File: config.mk
export PLATFORM = sky130hd
export DESIGN_NAME = serial_response_data_extractor_top_flat
export DESIGN_NICKNAME = d
export VERILOG_FILES = /design/src/design/sre_pkg.sv /design/src/design/sre_if.sv /design/src/design/serial_response_data_extractor_top.sv /design/src/flat_wrapper.sv
export VERILOG_INCLUDE_DIRS = /design/src /design/src/design
export SDC_FILE = /design/constraint.sdc
export NUM_CORES = 1
export LEC_CHECK = 0
export BUFFER_PORTS_ARGS = -buffer_cell sky130_fd_sc_hd__buf_2
export CAP_MARGIN = 20
export CORE_MARGIN = 4
export CORE_UTILIZATION = 35
export DETAILED_ROUTE_END_ITERATION = 10
export PLACE_DENSITY = 0.47
export SLEW_MARGIN = 20
export SYNTH_ARGS = -nofsm -noshare
export SYNTH_HDL_FRONTEND = slang
export SYNTH_SLANG_ARGS = --single-unit
File: constraint.sdc
create_clock -name clk -period 5.7 [get_ports clk]
set_input_delay 0.57 -clock clk [delete_from_list [all_inputs] [get_ports clk]]
set_output_delay 0.57 -clock clk [all_outputs]
set_load 0.02 [all_outputs]
File: src/design/serial_response_data_extractor_top_assert.svh
// Assertion macros shared by the serial response data extractor RTL.
`ifndef SERIAL_RESPONSE_DATA_EXTRACTOR_TOP_ASSERT_SVH
`define SERIAL_RESPONSE_DATA_EXTRACTOR_TOP_ASSERT_SVH

// Same-cycle implication, sampled on clk and disabled while rst_n is low.
`define SRE_ASSERT_IMPL(lbl, ante, cons, msg) \
    lbl: assert property (@(posedge clk) disable iff (!rst_n) (ante) |-> (cons)) \
        else $error(msg);

// Next-cycle implication, sampled on clk and disabled while rst_n is low.
`define SRE_ASSERT_NEXT(lbl, ante, cons, msg) \
    lbl: assert property (@(posedge clk) disable iff (!rst_n) (ante) |=> (cons)) \
        else $error(msg);

`endif

File: src/design/sre_pkg.sv
// Package with the types and constants of the serial response data extractor.
`default_nettype none

package sre_pkg;

    localparam int BYTE_W  = 8;
    localparam int CHAR_W  = 7;
    localparam int LEN_W   = 7;
    localparam int PADDR_W = 3;
    localparam int PDATA_W = 32;

    localparam logic [BYTE_W-1:0] CHAR_CR    = 8'h0D;
    localparam logic [BYTE_W-1:0] CHAR_SPACE = 8'h20;
    localparam logic [BYTE_W-1:0] CHAR_TILDE = 8'h7E;
    localparam logic [BYTE_W-1:0] CHAR_PLUS  = 8'h2B;
    localparam logic [BYTE_W-1:0] CHAR_MINUS = 8'h2D;
    localparam logic [BYTE_W-1:0] CHAR_ZERO  = 8'h30;
    localparam logic [BYTE_W-1:0] CHAR_NINE  = 8'h39;

    localparam int LEN_INDEX_HI = 8;
    localparam int LEN_INDEX_LO = 9;
    localparam int DATA_START   = 10;
    localparam int LEN_MIN      = 2;
    localparam int LEN_MAX      = 16;

    localparam logic REG_EXTRACT_ENABLE = 1'b0;

    typedef enum logic [6:0] {
        S_IDLE  = 7'b0000001,
        S_LEN_A = 7'b0000010,
        S_LEN_B = 7'b0000100,
        S_LEN_C = 7'b0001000,
        S_READ  = 7'b0010000,
        S_LOAD  = 7'b0100000,
        S_SEND  = 7'b1000000
    } sre_state_t;

endpackage

`default_nettype wire

File: src/design/sre_if.sv
// Valid/ready stream interfaces for the received bytes and the response characters.
`default_nettype none

interface sre_rx_if;
    logic                          valid;
    logic                          ready;
    logic [sre_pkg::BYTE_W-1:0]    rx_byte;

    modport source (output valid, output rx_byte, input ready);
    modport sink (input valid, input rx_byte, output ready);
endinterface

interface sre_tx_if;
    logic                          valid;
    logic                          ready;
    logic [sre_pkg::CHAR_W-1:0]    out_char;
    logic                          char_valid;
    logic                          was_extracted;
    logic                          last_char;

    modport source (output valid, output out_char, output char_valid,
                    output was_extracted, output last_char, input ready);
    modport sink (input valid, input out_char, input char_valid,
                  input was_extracted, input last_char, output ready);
endinterface

`default_nettype wire

File: src/design/serial_response_data_extractor_top.sv
// Top level of the serial response data extractor: frame store, length decode and sequencer.
//
// Channel  Direction  Beat
// rx       in         rx_byte, one received serial byte
// tx       out        out_char, char_valid, was_extracted, last_char
// apb      in         extract_enable register at byte address 0
//
// A printable byte other than a carriage return is written to the frame store while it has room.
// A carriage return is accepted; each emitted beat is then read through the single store read
// port (states READ, LOAD, SEND), after the length field is fetched and decoded (states LEN_A,
// LEN_B, LEN_C) when extraction is tried. An empty frame goes straight to its single beat.
// rx is not ready until the last beat of a response has been taken on tx.
// tx stalls hold the sequencer in place; rst_n clears the count, state and register.
`default_nettype none

module serial_response_data_extractor_top #(
    parameter int RESPONSE_DEPTH = 64
) (
    input  wire logic                          clk,
    input  wire logic                          rst_n,
    input  wire logic                          psel,
    input  wire logic                          penable,
    input  wire logic                          pwrite,
    input  wire logic [sre_pkg::PADDR_W-1:0]   paddr,
    input  wire logic [sre_pkg::PDATA_W-1:0]   pwdata,
    output logic      [sre_pkg::PDATA_W-1:0]   prdata,
    output logic                               pready,
    sre_rx_if.sink                             rx,
    sre_tx_if.source                           tx
);

    localparam int CNT_W = $clog2(RESPONSE_DEPTH);
    localparam logic [CNT_W-1:0] CNT_LIMIT  = CNT_W'(RESPONSE_DEPTH - 1);
    localparam logic [CNT_W-1:0] IDX_HI     = CNT_W'(sre_pkg::LEN_INDEX_HI);
    localparam logic [CNT_W-1:0] IDX_LO     = CNT_W'(sre_pkg::LEN_INDEX_LO);
    localparam logic [CNT_W-1:0] IDX_START  = CNT_W'(sre_pkg::DATA_START);
    localparam logic [CNT_W-1:0] CNT_ONE    = CNT_W'(1);

    function automatic logic [sre_pkg::LEN_W-1:0] parse_len(
        input logic [sre_pkg::CHAR_W-1:0] a,
        input logic [sre_pkg::CHAR_W-1:0] b
    );
        logic                          a_dig;
        logic                          b_dig;
        logic [sre_pkg::LEN_W-1:0]     a_val;
        logic [sre_pkg::LEN_W-1:0]     b_val;
        logic [sre_pkg::LEN_W-1:0]     v;
        a_dig = ({1'b0, a} >= sre_pkg::CHAR_ZERO) && ({1'b0, a} <= sre_pkg::CHAR_NINE);
        b_dig = ({1'b0, b} >= sre_pkg::CHAR_ZERO) && ({1'b0, b} <= sre_pkg::CHAR_NINE);
        a_val = {3'b000, a[3:0]};
        b_val = {3'b000, b[3:0]};
        v = '0;
        if (({1'b0, a} == sre_pkg::CHAR_SPACE) || ({1'b0, a} == sre_pkg::CHAR_PLUS))
        begin
            v = b_dig ? b_val : '0;
        end
        else if (a_dig)
        begin
            v = b_dig ? sre_pkg::LEN_W'(a_val * 7'd10 + b_val) : a_val;
        end
        // A minus sign gives a zero length, which falls outside the range.
        return v;
    endfunction

    logic [sre_pkg::CHAR_W-1:0] mem [RESPONSE_DEPTH];
    logic [sre_pkg::CHAR_W-1:0] rd_data_reg;
    logic [CNT_W-1:0]           rd_addr;
    logic                       mem_we;

    sre_pkg::sre_state_t        state_reg, state_next;
    logic [CNT_W-1:0]           count_reg, count_next;
    logic                       extract_enable_reg, extract_enable_next;
    logic [CNT_W-1:0]           frame_len_reg, frame_len_next;
    logic [CNT_W-1:0]           ptr_reg, ptr_next;
    logic [CNT_W-1:0]           end_ptr_reg, end_ptr_next;
    logic [sre_pkg::CHAR_W-1:0] char8_reg, char8_next;
    logic [sre_pkg::CHAR_W-1:0] out_char_reg, out_char_next;
    logic                       char_valid_reg, char_valid_next;
    logic                       ext_reg, ext_next;
    logic                       last_reg, last_next;

    logic                       rx_acc;
    logic                       tx_acc;
    logic                       is_printable;
    logic                       cfg_wr;
    logic [sre_pkg::LEN_W-1:0]  len_val;
    logic                       len_ok;
    logic [7:0]                 end_sum;

    assign pready = 1'b1;
    assign cfg_wr = psel && penable && pwrite
                    && (paddr[sre_pkg::PADDR_W-1] == sre_pkg::REG_EXTRACT_ENABLE);
    assign prdata = (paddr[sre_pkg::PADDR_W-1] == sre_pkg::REG_EXTRACT_ENABLE)
                    ? {{(sre_pkg::PDATA_W-1){1'b0}}, extract_enable_reg}
                    : '0;

    assign rx.ready = (state_reg == sre_pkg::S_IDLE);
    assign rx_acc   = rx.valid && rx.ready;
    assign tx.valid = (state_reg == sre_pkg::S_SEND);
    assign tx_acc   = tx.valid && tx.ready;

    assign tx.out_char      = out_char_reg;
    assign tx.char_valid    = char_valid_reg;
    assign tx.was_extracted = ext_reg;
    assign tx.last_char     = last_reg;

    assign is_printable = (rx.rx_byte >= sre_pkg::CHAR_SPACE)
                          && (rx.rx_byte <= sre_pkg::CHAR_TILDE);
    assign mem_we = rx_acc && (rx.rx_byte != sre_pkg::CHAR_CR) && is_printable
                    && (count_reg < CNT_LIMIT);

    assign len_val = parse_len(char8_reg, rd_data_reg);
    assign len_ok  = (len_val >= sre_pkg::LEN_W'(sre_pkg::LEN_MIN))
                     && (len_val <= sre_pkg::LEN_W'(sre_pkg::LEN_MAX))
                     && (8'(frame_len_reg) > 8'(sre_pkg::DATA_START) + 8'(len_val));
    assign end_sum = 8'(sre_pkg::DATA_START) + 8'(len_val) - 8'd1;

    always_comb
    begin
        case (state_reg)
            sre_pkg::S_LEN_A: rd_addr = IDX_HI;
            sre_pkg::S_LEN_B: rd_addr = IDX_LO;
            default:          rd_addr = ptr_reg;
        endcase
    end

    always_ff @(posedge clk)
    begin
        if (mem_we)
        begin
            mem[count_reg] <= rx.rx_byte[sre_pkg::CHAR_W-1:0];
        end
        rd_data_reg <= mem[rd_addr];
    end

    always_comb
    begin
        state_next          = state_reg;
        count_next          = count_reg;
        extract_enable_next = extract_enable_reg;
        frame_len_next      = frame_len_reg;
        ptr_next            = ptr_reg;
        end_ptr_next        = end_ptr_reg;
        char8_next          = char8_reg;
        out_char_next       = out_char_reg;
        char_valid_next     = char_valid_reg;
        ext_next            = ext_reg;
        last_next           = last_reg;

        if (cfg_wr)
        begin
            extract_enable_next = pwdata[0];
        end

        if (mem_we)
        begin
            count_next = count_reg + CNT_ONE;
        end

        case (state_reg)
            sre_pkg::S_IDLE:
            begin
                if (rx_acc && (rx.rx_byte == sre_pkg::CHAR_CR))
                begin
                    count_next     = '0;
                    frame_len_next = count_reg;
                    ptr_next       = '0;
                    end_ptr_next   = count_reg - CNT_ONE;
                    ext_next       = 1'b0;
                    if (count_reg == '0)
                    begin
                        out_char_next   = '0;
                        char_valid_next = 1'b0;
                        last_next       = 1'b1;
                        state_next      = sre_pkg::S_SEND;
                    end
                    else if (extract_enable_reg && (count_reg > IDX_START))
                    begin
                        state_next = sre_pkg::S_LEN_A;
                    end
                    else
                    begin
                        state_next = sre_pkg::S_READ;
                    end
                end
            end
            sre_pkg::S_LEN_A:
            begin
                state_next = sre_pkg::S_LEN_B;
            end
            sre_pkg::S_LEN_B:
            begin
                char8_next = rd_data_reg;
                state_next = sre_pkg::S_LEN_C;
            end
            sre_pkg::S_LEN_C:
            begin
                if (len_ok)
                begin
                    ptr_next     = IDX_START;
                    end_ptr_next = end_sum[CNT_W-1:0];
                    ext_next     = 1'b1;
                end
                state_next = sre_pkg::S_READ;
            end
            sre_pkg::S_READ:
            begin
                state_next = sre_pkg::S_LOAD;
            end
            sre_pkg::S_LOAD:
            begin
                out_char_next   = rd_data_reg;
                char_valid_next = 1'b1;
                last_next       = (ptr_reg == end_ptr_reg);
                state_next      = sre_pkg::S_SEND;
            end
            sre_pkg::S_SEND:
            begin
                if (tx_acc)
                begin
                    if (last_reg)
                    begin
                        state_next = sre_pkg::S_IDLE;
                    end
                    else
                    begin
                        ptr_next   = ptr_reg + CNT_ONE;
                        state_next = sre_pkg::S_READ;
                    end
                end
            end
            default:
            begin
                state_next = sre_pkg::S_IDLE;
            end
        endcase
    end

    always_ff @(posedge clk or negedge rst_n)
    begin
        if (!rst_n)
        begin
            state_reg          <= sre_pkg::S_IDLE;
            count_reg          <= '0;
            extract_enable_reg <= 1'b0;
        end
        else
        begin
            state_reg          <= state_next;
            count_reg          <= count_next;
            extract_enable_reg <= extract_enable_next;
        end
    end

    always_ff @(posedge clk)
    begin
        frame_len_reg  <= frame_len_next;
        ptr_reg        <= ptr_next;
        end_ptr_reg    <= end_ptr_next;
        char8_reg      <= char8_next;
        out_char_reg   <= out_char_next;
        char_valid_reg <= char_valid_next;
        ext_reg        <= ext_next;
        last_reg       <= last_next;
    end

    `include "serial_response_data_extractor_top_assert.svh"

    `SRE_ASSERT_IMPL(a_count_bound, 1'b1, count_reg <= CNT_LIMIT, "frame count past limit")
    `SRE_ASSERT_NEXT(a_cr_clears, rx_acc && (rx.rx_byte == sre_pkg::CHAR_CR), count_reg == '0, "carriage return did not clear count")
    `SRE_ASSERT_IMPL(a_empty_beat, tx.valid && !tx.char_valid, tx.last_char && !tx.was_extracted, "empty response beat malformed")
    `SRE_ASSERT_IMPL(a_ptr_order, tx.valid && tx.char_valid, ptr_reg <= end_ptr_reg, "read pointer passed end of response")
    `SRE_ASSERT_IMPL(a_ext_in_frame, tx.valid && tx.was_extracted, end_ptr_reg < frame_len_reg, "extracted field exceeds frame")

endmodule

`default_nettype wire

File: src/flat_wrapper.sv
// flat-port wrapper written by rule: the top's interface ports become plain ports
module serial_response_data_extractor_top_flat 
#(
    parameter int RESPONSE_DEPTH = 64
)
  (clk, rst_n, psel, penable, pwrite, paddr, pwdata, prdata, pready, rx_valid, rx_rx_byte, rx_ready, tx_valid, tx_out_char, tx_char_valid, tx_was_extracted, tx_last_char, tx_ready);
  sre_rx_if rx_i ();
  sre_tx_if tx_i ();
  input  wire logic clk;
  input  wire logic rst_n;
  input  wire logic psel;
  input  wire logic penable;
  input  wire logic pwrite;
  input  wire logic [sre_pkg::PADDR_W-1:0] paddr;
  input  wire logic [sre_pkg::PDATA_W-1:0] pwdata;
  output logic      [sre_pkg::PDATA_W-1:0] prdata;
  output logic pready;
  input wire logic [$bits(rx_i.valid)-1:0] rx_valid;
  input wire logic [$bits(rx_i.rx_byte)-1:0] rx_rx_byte;
  output wire logic [$bits(rx_i.ready)-1:0] rx_ready;
  output wire logic [$bits(tx_i.valid)-1:0] tx_valid;
  output wire logic [$bits(tx_i.out_char)-1:0] tx_out_char;
  output wire logic [$bits(tx_i.char_valid)-1:0] tx_char_valid;
  output wire logic [$bits(tx_i.was_extracted)-1:0] tx_was_extracted;
  output wire logic [$bits(tx_i.last_char)-1:0] tx_last_char;
  input wire logic [$bits(tx_i.ready)-1:0] tx_ready;
  assign rx_i.valid = rx_valid;
  assign rx_i.rx_byte = rx_rx_byte;
  assign rx_ready = rx_i.ready;
  assign tx_valid = tx_i.valid;
  assign tx_out_char = tx_i.out_char;
  assign tx_char_valid = tx_i.char_valid;
  assign tx_was_extracted = tx_i.was_extracted;
  assign tx_last_char = tx_i.last_char;
  assign tx_i.ready = tx_ready;
  serial_response_data_extractor_top #(.RESPONSE_DEPTH(RESPONSE_DEPTH)) u_core (.clk(clk), .rst_n(rst_n), .psel(psel), .penable(penable), .pwrite(pwrite), .paddr(paddr), .pwdata(pwdata), .prdata(prdata), .pready(pready), .rx(rx_i), .tx(tx_i));
endmodule
==> results.toml <==
[status]
status = "finished clean"

[timing]
drv_slew = 0
finalSetupViolations = 0
rsz0062_at_grt = "false"
fin_worst_skew_ns = 0.0260
fin_crit_ns = 4.28
slew_headroom_pct = 19.9
fmax_mhz = 233
final-hold-violation-count = 0
tns_ns = 0
tightest_slew_ns = 1.20
whs_ns = 0.207
min_period_over_period_pct = 75.1

[cells_and_area]
final_cell_area_mm2 = 0.0236
multi_input_area_mm2 = 0.00533
largest-register = "u_core.mem"
regArea_mm2 = 0.0150
drive_above_1_share_pct = 10.4
largest_reg_flops = 448
area_growth_pct = 13.4
final_nets = 1440
num-fill-cells = 5397

[clock_network]
cts_sinks = 504
cts_buffers = 54
cts_setup_buffers = 0
cts_buffer_depth = 3
cts-htree-levels = 2
cts_tree = "built"
insertion_delay_ns = 0.60
clk_pin_slew_ns = 0.06
ctsRootBufferMaster = "clkbuf_16"

[global_route]
antenna_found_initial = 0
track_usage_pct = 16.1
gr-total-overflow = 0
grt_max_degree = 101
grt_pass1_vias = 11250
grt_pass1_wl_um = 75900

[pwr]
p_per_area_mw_per_mm2 = 423
leakagePower_nw = 8.34
peakVddDrop_uv = 244

[synth]
ys_ff_latch = 504
synth_area_leader_cell = "edfxtp_1"
synth-simple-area-share_pct = 5.76
yosysSeqAreaShare_pct = 72.1
synth_top_family_by_area = "multiplexers"
synthCells = 1321
synth-adder-area-share_pct = 1.40
async_reset_ff_share_pct = 2.78
syn_area_mm2 = 0.0208
syn_avg_cell_area_um2 = 15.7
synthTopCellsByArea = "edfxtp_1, mux2i_1, o22ai_1, nor2_1, dfrtp_1"
synth-edff-count = 483
ys_warn_count = 0
synth_compound_area_share_pct = 5.77
yosys.area.top_type_share_pct = 69.7
synth-xor-area-share_pct = 1.14
synth_ff_type = "edfxtp_1"
synth_cell_types = 65
muxShareOfSynthArea_pct = 10.9

[detailed_routing]
drt_iter0_drc = 971
ant_nets = 0
drc = 0
vias = 11201
vias_per_cell = 5.13
wl_um = 51500
first_pass_iters = 5
wire_per_inst_um = 23.6

[setup_path]
crit_family = "compound AO/OA/AOI/OAI gates"
cp_slowest_stage_delay_ns = 0.52
worstPathRequired_ns = 6.01
timing.critical_path.buf_inv = 1
startpoint_type = "register"
path_cells = "o21ai_0 > nand4b_1 > mux2i_1 > o2bb2ai_1 > ha_1 > o21ai_0 > xor2_1 > nand2_1 > ha_1 > and4_1 > a32oi_1 > o2111ai_1 > a2111oi_1 > buf_4"
crit_fanout = 7
critical_path_arrival_ns = 4.60
crit_slowest_cell = "o2bb2ai_1"
worstSetupEndpointType = "register"
crit_type = "reg2reg"

[die]
placementRows = 89
die_y_um = 252
ios = 95
coreArea_mm2 = 0.0589
die_area_mm2 = 0.0634
fp.dieW_um = 252
initial_core_util_pct = 35.3

[min_path]
hold_class = "in2reg"

[placed_design]
dp_hpwl_um = 31700
place.gp.congestion = 0.792
dpl_cell_area_mm2 = 0.0217
port_buffers = 29

[flow_run]
cap_viol_max_count = 0
==> final cells by class <==
cell class	count	share of cell area, %
clock inverters	27	1.49
flip-flops and latches	504	63.6
clock buffers	71	6.27
multi-input cells	732	22.6
inverters	20	0.318
diodes	1	0.0106
repair buffers	56	1.64
well taps	773	4.10
==> worst reg2reg max path, stage by stage (launching register included) <==
cell       delay (ns)
dfxtp_1          0.36
o21ai_0          0.20
nand4b_1         0.36
mux2i_1          0.22
o2bb2ai_1        0.52
ha_1             0.30
o21ai_0          0.11
xor2_1           0.22
nand2_1          0.09
ha_1             0.30
and4_1           0.16
a32oi_1          0.20
o2111ai_1        0.23
a2111oi_1        0.52
buf_4            0.24
==> cells by family (layout without fill, tap and decap cells) <==
kind of cell	Yosys count	in the layout
DFF	504	504
and+or+nand+nor	244	244
muxes	224	224
AOI/OAI and AO/OA	183	183
buffers and inverters	115	174
xor gates and xnor gates	27	27
adders and majority gates	22	22
other	2	33
==> final timing paths <==
kind / endpoint / startpoint / slack [ns] / depth (start not counted)
max in group asynchronous: u_core.state_reg[0] / rst_n / 4.98 / 2
setup reg to reg: u_core.ptr_reg[2] / u_core.rd_data_reg[2] / 1.42 / 14
min in group asynchronous: u_core.state_reg[6] / rst_n / 0.41 / 2
hold / removal: u_core.extract_enable_reg / pwdata[0] / 0.21 / 2
setup / recovery: u_core.ptr_reg[2] / u_core.rd_data_reg[2] / 1.42 / 14
hold reg to reg: u_core.char8_reg[4] / u_core.rd_data_reg[4] / 0.46 / 0
==> per-stage QoR <==
| step | cells | util, % | setup WS [ns] | total power [W] |
|---|---|---|---|---|
| after floorplan | 1351 | - | 1.30 | 0.00570 |
| after global placement | 2084 | 36.9 | 1.39 | 0.00642 |
| after detailed placement | 2084 | 36.9 | 1.39 | 0.00642 |
| after CTS | 2183 | 40.0 | 1.39 | 0.0101 |
| after global routing | 2183 | 40.0 | 1.06 | 0.0104 |
| final | 2184 | 40.0 | 1.42 | 0.00998 |
==> synthesized netlist by cell type, types with 13 or more instances <==
cell and instances:
nand2_1 38, nand3_1 14, a21oi_1 14, buf_4 36, mux2i_1 221, nor2_1 98
nor4_1 29, clkbuf_1 23, dfrtp_1 13, o22ai_1 111, inv_1 19, xor2_1 15
ha_1 20, buf_2 29, o21ai_0 14, edfxtp_1 483
==> metal layers <==
layer  global-route usage, %  share of wire, %  routed length (um)
met1                    23.4                47               24300
met2                    25.0                46               23600
met3                    2.49               4.2                2150
met4                    5.15               2.9                1480
met5                       0                 0                   0
==> cells in the final DEF (no fill, tap or decap), drive strengths merged, types with 7 or more instances in the layout <==
master    n
ha       20
dfrtp    13
nand3    15
nor4     29
dfxtp     7
xor2     15
a21oi    15
and2     11
bufinv    9
inv      19
and3      8
clkinv   19
o22ai   111
nand2    38
nor3     10
buf      55
edfxtp  483
conb     32
clkbuf   71
xnor2    12
mux2i   221
o21ai    15
nor2     98
nor2b     8
==> report_power, final <==
group | internal [W] | switching, W
registers | 0.00418 | 0.000147
clock network | 0.00222 | 0.00142
logic | 0.000730 | 0.00128
total | 0.00713 | 0.00285
==> repair_timing <==
action | CTS | global route
hold buffers | 1 | 0
hold endpoints to repair | 13 | 0
resized for setup | 0 | 0
No activity file was read; power rests on OpenSTA's default activity.
